## config.mk

```make
export PLATFORM = sky130hd
export DESIGN_NAME = arx_plant_model_step_core
export DESIGN_NICKNAME = d
export VERILOG_FILES = /design/src/hdl/apms_pkg.sv /design/src/hdl/arx_plant_model_step_core.sv /design/src/hdl/apms_ctrl.sv /design/src/hdl/apms_dp.sv
export SDC_FILE = /design/constraint.sdc
export NUM_CORES = 2
export LEC_CHECK = 0
export BUFFER_PORTS_ARGS = -buffer_cell sky130_fd_sc_hd__buf_2
export CAP_MARGIN = 20
export CORE_MARGIN = 1
export CORE_UTILIZATION = 64
export CTS_CLUSTER_SIZE = 30
export DETAILED_ROUTE_END_ITERATION = 6
export HOLD_SLACK_MARGIN = 0.1
export PLACE_DENSITY = 0.81
export SLEW_MARGIN = 20
export SYNTH_ARGS = -nofsm -noshare
export SYNTH_HDL_FRONTEND = slang
export SYNTH_SLANG_ARGS = --single-unit
```

## constraint.sdc

```tcl
create_clock -name clk_i -period 13.1 [get_ports clk_i]
set_input_delay 0.655 -clock clk_i [delete_from_list [all_inputs] [get_ports clk_i]]
set_output_delay 0.655 -clock clk_i [all_outputs]
set_load 0.01 [all_outputs]
```

## src/hdl/apms_pkg.sv

```systemverilog
`timescale 1ns / 1ps
// ----------------------------------------------------------------------------
// apms_pkg: shared types and constants of the ARX plant model step core
// Controller states, controller/datapath command and status bundles,
// configuration register indexes and their reset values.
// ----------------------------------------------------------------------------
package apms_pkg;

  localparam int DEF_MAX_ORDER     = 4;
  localparam int DEF_MAX_DEAD_TIME = 15;

  localparam int SAMPLE_W   = 16;
  localparam int COEF_W     = 16;
  localparam int COEF_NUM   = 4;
  localparam int FRAC_B     = 12;
  localparam int PROD_W     = SAMPLE_W + COEF_W;
  localparam int IN_TDATA_W = 32;
  localparam int OUT_TDATA_W = 16;

  localparam int CFG_ADDR_W = 3;
  localparam int CFG_DATA_W = 64;

  localparam logic [CFG_ADDR_W-1:0] REG_MODEL_ORDER   = 3'd0;
  localparam logic [CFG_ADDR_W-1:0] REG_DEAD_TIME     = 3'd1;
  localparam logic [CFG_ADDR_W-1:0] REG_LIMITS_ENABLE = 3'd2;
  localparam logic [CFG_ADDR_W-1:0] REG_IN_LIMITS     = 3'd3;
  localparam logic [CFG_ADDR_W-1:0] REG_OUT_LIMITS    = 3'd4;
  localparam logic [CFG_ADDR_W-1:0] REG_A_COEFS       = 3'd5;
  localparam logic [CFG_ADDR_W-1:0] REG_B_COEFS       = 3'd6;

  // +10.0 high, -10.0 low in Q5.11
  localparam logic [31:0] RST_LIMIT_PAIR = 32'h5000_B000;

  typedef enum logic [2:0] {
    ST_IDLE,
    ST_PUSH,
    ST_MUL_B,
    ST_MUL_A,
    ST_FLUSH,
    ST_ROUND,
    ST_OUT
  } apms_state_e;

  typedef struct packed {
    logic load;      // take the input transfer, clear the tap index
    logic push;      // write input history, seed the accumulator
    logic rd_en;     // read one input history tap
    logic rd_next;   // read the tap of the next index
    logic mul_en;    // form one product
    logic mul_sel_a; // feedback product (subtracted) instead of input product
    logic idx_inc;   // advance the tap index
    logic round;     // round and saturate the accumulator
    logic out_load;  // clamp, push output history, load output register
  } apms_cmd_t;

  typedef struct packed {
    logic last;      // tap index is the last one in use
    logic out_free;  // output register can take a new result
  } apms_sts_t;

  function automatic logic signed [COEF_W-1:0] coef_sel(input logic [63:0] pk,
                                                         input logic [3:0]  i);
    logic signed [COEF_W-1:0] c;
    c = '0;
    if (i < 4'(COEF_NUM)) begin
      c = pk[i[1:0]*COEF_W +: COEF_W];
    end
    return c;
  endfunction

  function automatic logic signed [SAMPLE_W-1:0] clamp_pair(
    input logic signed [SAMPLE_W-1:0] v,
    input logic [31:0]                pair,
    input logic                       en
  );
    logic signed [SAMPLE_W-1:0] hi;
    logic signed [SAMPLE_W-1:0] lo;
    logic signed [SAMPLE_W-1:0] r;
    hi = pair[31:16];
    lo = pair[15:0];
    r  = v;
    if (en) begin
      if (r > hi) r = hi;
      if (r < lo) r = lo;
    end
    return r;
  endfunction

endpackage

```

## src/hdl/arx_plant_model_step_core.sv

```systemverilog
`timescale 1ns / 1ps
// ----------------------------------------------------------------------------
// arx_plant_model_step_core: ARX plant model, one output sample per input
// One input transfer (plant input u and a noise sample, Q5.11) produces one
// output transfer (plant output y, Q5.11). Coefficients are Q4.12.
//
// Usage:
//   - Slave stream carries {noise_sample, input_sample}; master stream
//     carries output_sample. Configuration is a write-only register port,
//     written while the core is idle.
//   - An accepted input passes through the history push, one input and one
//     feedback product per tap on the single shared multiplier, a flush,
//     rounding and the output load; a new input is taken only once the
//     sequencer has returned to idle.
//   - s_axis_tready is high only while the sequencer is idle.
//   - The result waits in the output register while m_axis_tready is low;
//     the sequencer holds in its final step until that register drains.
//   - Reset restores the register defaults and empties both histories:
//     unwritten history entries read as zero, so no clearing pass runs.
// ----------------------------------------------------------------------------
module arx_plant_model_step_core #(
  parameter int MAX_ORDER     = apms_pkg::DEF_MAX_ORDER,
  parameter int MAX_DEAD_TIME = apms_pkg::DEF_MAX_DEAD_TIME
) (
  input  logic                                   clk_i,
  input  logic                                   rst_ni,
  input  logic                                   cfg_we_i,
  input  logic [apms_pkg::CFG_ADDR_W-1:0]        cfg_addr_i,
  input  logic [apms_pkg::CFG_DATA_W-1:0]        cfg_wdata_i,
  input  logic                                   s_axis_tvalid,
  output logic                                   s_axis_tready,
  // [15:0] input_sample, [31:16] noise_sample
  input  logic [apms_pkg::IN_TDATA_W-1:0]        s_axis_tdata,
  output logic                                   m_axis_tvalid,
  input  logic                                   m_axis_tready,
  // [15:0] output_sample
  output logic [apms_pkg::OUT_TDATA_W-1:0]       m_axis_tdata
);

  apms_pkg::apms_cmd_t cmd;
  apms_pkg::apms_sts_t sts;
  logic signed [apms_pkg::SAMPLE_W-1:0] out_sample;

  apms_ctrl u_ctrl (
    .clk_i      (clk_i),
    .rst_ni     (rst_ni),
    .in_valid_i (s_axis_tvalid),
    .in_ready_o (s_axis_tready),
    .sts_i      (sts),
    .cmd_o      (cmd)
  );

  apms_dp #(
    .MAX_ORDER     (MAX_ORDER),
    .MAX_DEAD_TIME (MAX_DEAD_TIME)
  ) u_dp (
    .clk_i          (clk_i),
    .rst_ni         (rst_ni),
    .cfg_we_i       (cfg_we_i),
    .cfg_addr_i     (cfg_addr_i),
    .cfg_wdata_i    (cfg_wdata_i),
    .in_sample_i    (s_axis_tdata[15:0]),
    .noise_sample_i (s_axis_tdata[31:16]),
    .out_sample_o   (out_sample),
    .out_valid_o    (m_axis_tvalid),
    .out_ready_i    (m_axis_tready),
    .cmd_i          (cmd),
    .sts_o          (sts)
  );

  assign m_axis_tdata = out_sample;

endmodule

```

## src/hdl/apms_ctrl.sv

```systemverilog
`timescale 1ns / 1ps
// ----------------------------------------------------------------------------
// apms_ctrl: sequencer of the ARX plant model step core
// Steps one sample through history push, alternating input and feedback
// products on the shared multiplier, rounding and output load.
// ----------------------------------------------------------------------------
module apms_ctrl (
  input  logic               clk_i,
  input  logic               rst_ni,
  input  logic               in_valid_i,
  output logic               in_ready_o,
  input  apms_pkg::apms_sts_t sts_i,
  output apms_pkg::apms_cmd_t cmd_o
);

  apms_pkg::apms_state_e state_q, state_d;

  always_ff @(posedge clk_i or negedge rst_ni) begin
    if (!rst_ni) begin
      state_q <= apms_pkg::ST_IDLE;
    end else begin
      state_q <= state_d;
    end
  end

  always_comb begin
    state_d    = state_q;
    cmd_o      = '0;
    in_ready_o = 1'b0;
    case (state_q)
      apms_pkg::ST_IDLE: begin
        in_ready_o = 1'b1;
        if (in_valid_i) begin
          cmd_o.load = 1'b1;
          state_d    = apms_pkg::ST_PUSH;
        end
      end
      apms_pkg::ST_PUSH: begin
        cmd_o.push  = 1'b1;
        cmd_o.rd_en = 1'b1;
        state_d     = apms_pkg::ST_MUL_B;
      end
      apms_pkg::ST_MUL_B: begin
        cmd_o.mul_en = 1'b1;
        state_d      = apms_pkg::ST_MUL_A;
      end
      apms_pkg::ST_MUL_A: begin
        cmd_o.mul_en    = 1'b1;
        cmd_o.mul_sel_a = 1'b1;
        // prefetch the next tap while this feedback product forms
        cmd_o.rd_en     = !sts_i.last;
        cmd_o.rd_next   = 1'b1;
        cmd_o.idx_inc   = !sts_i.last;
        state_d         = sts_i.last ? apms_pkg::ST_FLUSH : apms_pkg::ST_MUL_B;
      end
      apms_pkg::ST_FLUSH: begin
        state_d = apms_pkg::ST_ROUND;
      end
      apms_pkg::ST_ROUND: begin
        cmd_o.round = 1'b1;
        state_d     = apms_pkg::ST_OUT;
      end
      apms_pkg::ST_OUT: begin
        if (sts_i.out_free) begin
          cmd_o.out_load = 1'b1;
          state_d        = apms_pkg::ST_IDLE;
        end
      end
      default: begin
        state_d = apms_pkg::ST_IDLE;
      end
    endcase
  end

endmodule

```

## src/hdl/apms_dp.sv

```systemverilog
`timescale 1ns / 1ps
// ----------------------------------------------------------------------------
// apms_dp: datapath of the ARX plant model step core
// Configuration registers, circular input history memory, output history,
// shared multiply-accumulate, rounding, saturation, clamps, output register.
// ----------------------------------------------------------------------------
module apms_dp #(
  parameter int MAX_ORDER     = apms_pkg::DEF_MAX_ORDER,
  parameter int MAX_DEAD_TIME = apms_pkg::DEF_MAX_DEAD_TIME
) (
  input  logic                                  clk_i,
  input  logic                                  rst_ni,
  input  logic                                  cfg_we_i,
  input  logic [apms_pkg::CFG_ADDR_W-1:0]       cfg_addr_i,
  input  logic [apms_pkg::CFG_DATA_W-1:0]       cfg_wdata_i,
  input  logic signed [apms_pkg::SAMPLE_W-1:0]  in_sample_i,
  input  logic signed [apms_pkg::SAMPLE_W-1:0]  noise_sample_i,
  output logic signed [apms_pkg::SAMPLE_W-1:0]  out_sample_o,
  output logic                                  out_valid_o,
  input  logic                                  out_ready_i,
  input  apms_pkg::apms_cmd_t                   cmd_i,
  output apms_pkg::apms_sts_t                   sts_o
);

  localparam int SW     = apms_pkg::SAMPLE_W;
  localparam int DEPTH  = MAX_ORDER + MAX_DEAD_TIME;
  localparam int AW     = (DEPTH > 1) ? $clog2(DEPTH) : 1;
  localparam int FW     = $clog2(DEPTH + 1);
  localparam int IW     = (MAX_ORDER > 1) ? $clog2(MAX_ORDER) : 1;
  localparam int ACC_W  = apms_pkg::PROD_W + $clog2(2 * MAX_ORDER + 1);
  localparam logic signed [ACC_W-1:0] SAT_MAX = ACC_W'(2 ** (SW - 1) - 1);
  localparam logic signed [ACC_W-1:0] SAT_MIN = -SAT_MAX - 1;
  localparam logic signed [ACC_W-1:0] RND_HALF = ACC_W'(2 ** (apms_pkg::FRAC_B - 1));

  // configuration
  logic [2:0]  model_order_q;
  logic [3:0]  dead_time_q;
  logic        limits_en_q;
  logic [31:0] in_lim_q;
  logic [31:0] out_lim_q;
  logic [63:0] a_coefs_q;
  logic [63:0] b_coefs_q;

  always_ff @(posedge clk_i or negedge rst_ni) begin
    if (!rst_ni) begin
      model_order_q <= 3'd1;
      dead_time_q   <= 4'd1;
      limits_en_q   <= 1'b1;
      in_lim_q      <= apms_pkg::RST_LIMIT_PAIR;
      out_lim_q     <= apms_pkg::RST_LIMIT_PAIR;
      a_coefs_q     <= '0;
      b_coefs_q     <= '0;
    end else if (cfg_we_i) begin
      case (cfg_addr_i)
        apms_pkg::REG_MODEL_ORDER:   model_order_q <= cfg_wdata_i[2:0];
        apms_pkg::REG_DEAD_TIME:     dead_time_q   <= cfg_wdata_i[3:0];
        apms_pkg::REG_LIMITS_ENABLE: limits_en_q   <= cfg_wdata_i[0];
        apms_pkg::REG_IN_LIMITS:     in_lim_q      <= cfg_wdata_i[31:0];
        apms_pkg::REG_OUT_LIMITS:    out_lim_q     <= cfg_wdata_i[31:0];
        apms_pkg::REG_A_COEFS:       a_coefs_q     <= cfg_wdata_i;
        apms_pkg::REG_B_COEFS:       b_coefs_q     <= cfg_wdata_i;
        default: ;
      endcase
    end
  end

  // saturate order and dead time into their legal ranges
  logic [31:0] ord_w, dt_w, ord_sat, dt_sat;
  logic [IW-1:0] ord_m1;

  always_comb begin
    ord_w = {29'd0, model_order_q};
    dt_w  = {28'd0, dead_time_q};
    if (ord_w == 32'd0) ord_sat = 32'd1;
    else if (ord_w > 32'(MAX_ORDER)) ord_sat = 32'(MAX_ORDER);
    else ord_sat = ord_w;
    if (dt_w == 32'd0) dt_sat = 32'd1;
    else if (dt_w > 32'(MAX_DEAD_TIME)) dt_sat = 32'(MAX_DEAD_TIME);
    else dt_sat = dt_w;
    ord_m1 = IW'(ord_sat - 32'd1);
  end

  // sample registers, history pointer and fill count
  logic signed [SW-1:0] u_q, noise_q;
  logic [AW-1:0]        wptr_q;
  logic [FW-1:0]        fill_q;
  logic [IW-1:0]        idx_q;

  always_ff @(posedge clk_i) begin
    if (cmd_i.load) begin
      u_q     <= apms_pkg::clamp_pair(in_sample_i, in_lim_q, limits_en_q);
      noise_q <= noise_sample_i;
    end
  end

  always_ff @(posedge clk_i or negedge rst_ni) begin
    if (!rst_ni) begin
      wptr_q <= '0;
      fill_q <= '0;
      idx_q  <= '0;
    end else begin
      if (cmd_i.load) begin
        wptr_q <= (wptr_q == AW'(DEPTH - 1)) ? '0 : wptr_q + AW'(1);
        if (fill_q != FW'(DEPTH)) fill_q <= fill_q + FW'(1);
        idx_q  <= '0;
      end else if (cmd_i.idx_inc) begin
        idx_q <= idx_q + IW'(1);
      end
    end
  end

  assign sts_o.last = (idx_q == ord_m1);

  // input history: circular buffer, newest entry at wptr_q
  logic signed [SW-1:0] hist_mem [DEPTH];
  logic [AW-1:0]        tap_d;
  logic [AW:0]          diff;
  logic [AW-1:0]        rd_addr;
  logic signed [SW-1:0] rd_q;
  logic                 rd_vld_q;

  always_comb begin
    tap_d   = AW'(dt_sat) + AW'(idx_q) + AW'(cmd_i.rd_next);
    diff    = {1'b0, wptr_q} - {1'b0, tap_d};
    rd_addr = diff[AW] ? AW'(diff + (AW + 1)'(DEPTH)) : diff[AW-1:0];
  end

  always_ff @(posedge clk_i) begin
    if (cmd_i.push) begin
      hist_mem[wptr_q] <= u_q;
    end
    if (cmd_i.rd_en) begin
      rd_q     <= hist_mem[rd_addr];
      // entries never pushed read as zero
      rd_vld_q <= (FW'(tap_d) < fill_q);
    end
  end

  // output history
  logic signed [SW-1:0] yhist_q [MAX_ORDER];

  // shared multiplier and accumulator
  logic signed [apms_pkg::COEF_W-1:0] mul_c;
  logic signed [SW-1:0]               mul_x;
  logic signed [apms_pkg::PROD_W-1:0] prod_q;
  logic                               prod_vld_q;
  logic                               prod_sub_q;
  logic signed [ACC_W-1:0]            acc_q;

  always_comb begin
    if (cmd_i.mul_sel_a) begin
      mul_c = apms_pkg::coef_sel(a_coefs_q, 4'(idx_q));
      mul_x = yhist_q[idx_q];
    end else begin
      mul_c = apms_pkg::coef_sel(b_coefs_q, 4'(idx_q));
      mul_x = rd_vld_q ? rd_q : '0;
    end
  end

  always_ff @(posedge clk_i) begin
    if (cmd_i.mul_en) begin
      prod_q     <= mul_c * mul_x;
      prod_sub_q <= cmd_i.mul_sel_a;
    end
    if (cmd_i.push) begin
      acc_q <= ACC_W'(noise_q) <<< apms_pkg::FRAC_B;
    end else if (prod_vld_q) begin
      acc_q <= prod_sub_q ? acc_q - ACC_W'(prod_q) : acc_q + ACC_W'(prod_q);
    end
  end

  always_ff @(posedge clk_i or negedge rst_ni) begin
    if (!rst_ni) begin
      prod_vld_q <= 1'b0;
    end else begin
      prod_vld_q <= cmd_i.mul_en;
    end
  end

  // round half up, then saturate to the sample width
  logic signed [ACC_W-1:0] rnd_t;
  logic signed [ACC_W-1:0] rnd_r;
  logic signed [SW-1:0]    sat_d, sat_q;

  always_comb begin
    rnd_t = acc_q + RND_HALF;
    rnd_r = rnd_t >>> apms_pkg::FRAC_B;
    if (rnd_r > SAT_MAX) sat_d = SW'(SAT_MAX);
    else if (rnd_r < SAT_MIN) sat_d = SW'(SAT_MIN);
    else sat_d = SW'(rnd_r);
  end

  always_ff @(posedge clk_i) begin
    if (cmd_i.round) begin
      sat_q <= sat_d;
    end
  end

  // output clamp, history push and output register
  logic signed [SW-1:0] y_d;
  logic signed [SW-1:0] out_q;
  logic                 out_vld_q;

  assign y_d = apms_pkg::clamp_pair(sat_q, out_lim_q, limits_en_q);
  assign sts_o.out_free = !out_vld_q || out_ready_i;

  always_ff @(posedge clk_i or negedge rst_ni) begin
    if (!rst_ni) begin
      out_vld_q <= 1'b0;
      for (int i = 0; i < MAX_ORDER; i++) begin
        yhist_q[i] <= '0;
      end
    end else begin
      if (cmd_i.out_load) begin
        out_vld_q  <= 1'b1;
        yhist_q[0] <= y_d;
        for (int i = 1; i < MAX_ORDER; i++) begin
          yhist_q[i] <= yhist_q[i-1];
        end
      end else if (out_ready_i) begin
        out_vld_q <= 1'b0;
      end
    end
  end

  always_ff @(posedge clk_i) begin
    if (cmd_i.out_load) begin
      out_q <= y_d;
    end
  end

  assign out_sample_o = out_q;
  assign out_valid_o  = out_vld_q;

endmodule
```

# Word level (Yosys, flattened, before mapping)
# Memory sizes are Yosys's and may differ from the RTL's. A register that Yosys moved wholly into a read port is not among the register bits.
# Cells that the tools add are included.
# W data, S select, Z words.
word_totals:
  memories: 1
  in_bits: 104
  output_inout_bits: 18
  wordCells: 133
  ram_bits: 304
  register_bits: 415
classes:
  n_reduce_logical: 20
  add_sub_neg: 11
  bitwise_logic: 1
  n_mux: 45
  n_eq_ne: 17
  n_mul: 1
  magnitude_cmp: 9
  shift: 2
memory_table:
  columns: ["name", "words", "width", "rd", "rd_clocked_by_memory_dff", "wr", "line", "text"]
  rows:
  - ["u_dp.hist_mem", 19, 16, 1, 1, 1, "apms_dp.sv:115", "logic signed [SW-1:0] hist_mem [DEPTH];"]
ops:
  columns: ["cell", "n"]
  rows:
  - ["$mux W16", 15]
  - ["$shiftx A64 B7 Y16", 2]
  - ["$mux W36", 3]
  - ["$add A36 B13 Y36 const B", 1]
  - ["$add A36 B32 Y36", 1]
  - ["$sub A36 B32 Y36", 1]
  - ["$bmux W16 S2", 1]
  - ["$gt A16 B16 Y1", 2]
  - ["$lt A16 B16 Y1", 2]
  - ["$mul A16 B16 Y32", 1]
  - ["$gt A24 B16 Y1 const B", 1]
  - ["$lt A24 B16 Y1 const B", 1]
  - ["$pmux W3 S7", 1]
  - ["$eq A3 B3 Y1 const B", 6]
  - ["$reduce_and A2 Y1", 9]
  - ["$mux W1", 13]
  - ["$eq A3 B2 Y1 const B", 4]
  - ["$add A5 B1 Y5 const B", 2]
  - ["$mux W2", 5]
  - ["$mux W5", 2]
  - ["$logic_not A3 Y1", 3]
  - ["$mux W3", 3]
  - ["$eq A3 B1 Y1 const B", 2]
  - ["$reduce_bool A2 Y1", 3]
  - ["other kinds (20)", 22]

# Depth between registers and ports, before layout
depth:
  ltp_word: 9
  ltp_mapped: 33
  depth_no_buf: 30

# Hierarchy
# Synthesis repeated with hierarchy kept, for this count alone.
unflattened:
  hier_cells: 3716
  area_unflattened_um2: 44840.5
modules_own_cells:
  columns: ["module", "instances", "cells_per_inst", "area_per_inst_um2", "seq_area_each_um2"]
  rows:
  - ["apms_dp", 1, 3691, 44609.0, 20485.9]
  - ["apms_ctrl", 1, 25, 231.5, 75.1]

# Worst setup path after synthesis
# OpenSTA, ideal clock, no wires.
synth_path:
  path_type: "register -> register"
  startpoint: "register u_ctrl.state_q[1]"
  endpoint: "register u_dp.prod_q[24] in the netlist's numbering (data pin)"
  period_less_slack_ps: 9648
  setup_time_ps: 259
  setup_slack_ps: 3452
  path_stages_with_launch: 32
  required_ps: 12841
  path_buffers: 3
  arrival_time_ps: 9389
  cell_sequence: "dfrtp_1 clkbuf_1 nor2b_1 nand2_1 inv_2 buf_1 mux4_2 nand2_1 and2_1 clkbuf_1 nor2_1 fa_1 inv_1 fa_1 fa_1 fa_1 inv_1 fa_1 inv_1 fa_1 inv_1 ha_1 nand2_1 nor2_1 nand2_1 o21ai_0 a21oi_1 o31ai_1 a21oi_1 o21bai_1 a21oi_1 xnor2_1"
synth_via:
  elab_chain_cells: 4
  word_cells_on_any_way: 5
  classes_between: "mul: 1; eq/ne: 1; mux: 3"
synth_lines:
  columns: ["item", "line", "text"]
  rows:
  - ["start, declared", "apms_ctrl.sv:16", "apms_pkg::apms_state_e state_q, state_d;"]
  - ["start signal, assigned", "apms_ctrl.sv:20", "state_q <= apms_pkg::ST_IDLE;"]
  - ["start signal, assigned", "apms_ctrl.sv:22", "state_q <= state_d;"]
  - ["$eq A3 B2 Y1 *", "apms_ctrl.sv:30", "case (state_q)"]
  - ["$mux W2 *", "apms_ctrl.sv:30", null]
  - ["$mux W16", "apms_dp.sv:151", "if (cmd_i.mul_sel_a) begin"]
  - ["$mul A16 B16 Y32 *", "apms_dp.sv:162", "prod_q <= mul_c * mul_x;"]
  - ["end signal, assigned", "apms_dp.sv:162", null]
  - ["end, declared", "apms_dp.sv:145", "logic signed [apms_pkg::PROD_W-1:0] prod_q;"]
# Mark *: on every way between the ends. The rest lies on a longest branch, timed or not.
# A chain may end at the register's enable or synchronous reset.

# Final worst setup path
layout_path:
  startpoint: "register u_ctrl.state_q[1]"
  endpoint: "register u_dp.prod_q[28] in the netlist's numbering (data pin)"
# The elaborated chain is that of the path after synthesis.

==> metrics.cfg <==
[route]
vias_per_cell = 6.17
vias = 29561
first_pass_iters = 6
drc = 0
avgRoutedWirePerCell_um = 23.5
drtIter0Drc = 2911
wirelength_um = 112000
ant_nets = 0

[clock_tree]
cts_resized = 0
clk_latency_ns = 0.67
cts_tree = yes
cts_hold_buf = 1
cts-htree-levels = 3
cts_setup_buffers = 0
clockRootBuffer = clkbuf_16
cts_buffers = 76
cts_sinks = 735
cts_max_path_buffers = 3
clk_pin_slew_worst_paths_ns = 0.06

[layout]
nets = 4361
seqCellArea_mm2 = 0.0206
final_layout_size_suffix_gt1_share_pct = 17.7
multi_input_area_mm2 = 0.0216
n_fill_cell = 4538
area_growth_pct = 9.66

[yosys]
yosysSeqAreaShare_pct = 46.3
yosysTopAreaCell = edfxtp_1
netlist_area_mm2 = 0.0444
synth.most_common_cell = inv_1
ys_ff_latch = 735
yosysWarnings = 0
async_reset_ff_share_pct = 38.2
synth-main-ff-cell = edfxtp_1
synthesis.instances = 3681
syn_avg_cell_area_um2 = 12.1
synth_cell_types = 79
netlist_top_cells_area = edfxtp_1 30%, dfrtp_1 15%, fa_1 12%, mux2_2 6.0%, ha_1 5.6%
synth_commonest_cells = 446 x inv_1, 442 x edfxtp_1, 309 x nand2_1
synth_edf_count = 442
synth.top_cell.area_share_pct = 29.9
syn-num-nets = 4248

[floorplan]
dieHeight_um = 265
die_width_um = 265
initial_core_util_pct = 64.7
core_area_mm2 = 0.0686
rows = 96
fp.dieArea_mm2 = 0.0704
pin_count = 122

[worst_setup_path]
reg2reg_from = u_ctrl.state_q[1]
cp.arrival_ns = 9.80
critPathKind = reg -> reg
reg2reg_slack_ns = 3.66
cp_max_fo = 51
startpoint_type = register
slowest_delay_ns = 0.82
path_common_cell = fa_1
r2r_cells = 29
crit_path_top_delay_cell = fa_1
critPathLaunch = u_ctrl.state_q[1]
end_kind = register
critical_path_required_ns = 13.46

[grt]
grt_max_degree = 207
grt_overflow = 0
grt_pass1_vias = 29887
antenna_found_initial = 6
grt_pass1_wl_um = 174000
grt_usage_pct = 32.8

[placement]
io_buffer_count = 121
hpwlAfterDp_um = 80200
gp_congestion = 1.00

[timing]
fin_crit_sh_pct = 72.0
hold_viol_final = 0
rsz0062_at_grt = false
slew_headroom_pct = 26.7
slew_viol_final = 0
clock_skew_ns = 0.0668
worst_pin_slew_ns = 1.10
setup_viol = 0
setup_tns_ns = 0
fmax_ghz = 0.106
fin_crit_ns = 9.44

[worst_hold_path]
min-delay-path-class = in -> reg
min_delay_path_depth = 1
min_from = s_axis_tdata[24]

[run]
drv_cap = 0

[run_status]
status = finished, final reports clean

layer usage:
layer	wire [µm]	vias to the layer above	GRT usage, %
li1	-	13010	-
met1	43100	14725	43.0
met2	53200	1496	52.6
met3	9970	326	6.54
met4	6140	4	16.4
met5	29	-	0
registers in the layout, summed over array words and instances, names as in the netlist, 32 cells and up:
register / count
u_dp.hist_mem: 304
u_dp.a_coefs_q: 64
u_dp.yhist_q: 64
u_dp.acc_q: 36
u_dp.out_lim_q: 32
u_dp.in_lim_q: 32
u_dp.prod_q: 32
u_dp.b_coefs_q: 64
final timing paths:
check                              endpoint
hold / removal              u_dp.noise_q[8]
setup reg to reg            u_dp.prod_q[28]
max in group asynchronous  u_dp.yhist_q[43]
hold reg to reg               u_dp.acc_q[2]
setup / recovery            u_dp.prod_q[28]
min in group asynchronous  u_dp.in_lim_q[9]
logic make-up after synthesis:
group	count (synthesis)	share of synthesized area [%]
AND/OR/NAND/NOR	861	8.85
adder cells (fa/ha/maj)	463	17.5
flip-flops	735	46.3
AO/OA/AOI/OAI	489	6.96
buffers and inverters	596	5.19
multiplexers	409	12.6
XOR/XNOR	128	2.53
cells in the final DEF (no fill, tap or decap), types with 22 or more instances in the layout:
master,n
xnor2_1,92
nand2b_1,29
buf_4,57
inv_1,446
a21oi_1,130
clkbuf_16,77
nand3_1,62
ha_1,197
edfxtp_1,442
mux4_2,95
buf_2,120
mux2_2,238
dfrtp_1,268
nor2_1,260
xor2_1,33
mux2i_1,71
a21o_1,51
o21ai_0,152
nand4_1,23
o221ai_1,28
fa_1,266
and3_1,36
nand2_1,308
nor3_1,22
cell type report:
type                            count  area share (%)
Multi-Input combinational cell   2350            44.4
Sequential cell                   735            42.2
Clock buffer                      103            4.26
Inverter                          450            3.47
Tap cell                          931            2.39
Timing Repair Buffer              181            2.26
Clock inverter                     36            1.01
Antenna cell                        3          0.0154
metrics by stage:
stage	hold WS [ns]	setup slack, ns	std cells	util [%]	cell area, µm²
2_1_floorplan	0.359	3.45	3681	-	44400
3_3_place_gp	0.466	3.96	4645	67.2	46100
3_5_place_dp	0.479	3.68	4645	67.2	46100
4_1_cts	0.167	3.64	4785	70.9	48700
5_1_grt	0.168	2.99	4788	71.0	48700
6_report	0.185	3.66	4789	71.0	48700
worst max-delay path: cells and delay by family, from the launching register on:
kind | cells | cell delay, ns
compound gates | 3 | 0.72
mux | 2 | 0.74
xor+xnor | 1 | 0.11
simple gates | 6 | 1.02
fa+ha+maj | 7 | 3.89
buf+inv | 10 | 2.10
flops | 1 | 0.50
Power is left out: the tool's default activity adds up to more than one toggle a clock period on the data nets, which glitch-free logic cannot reach.
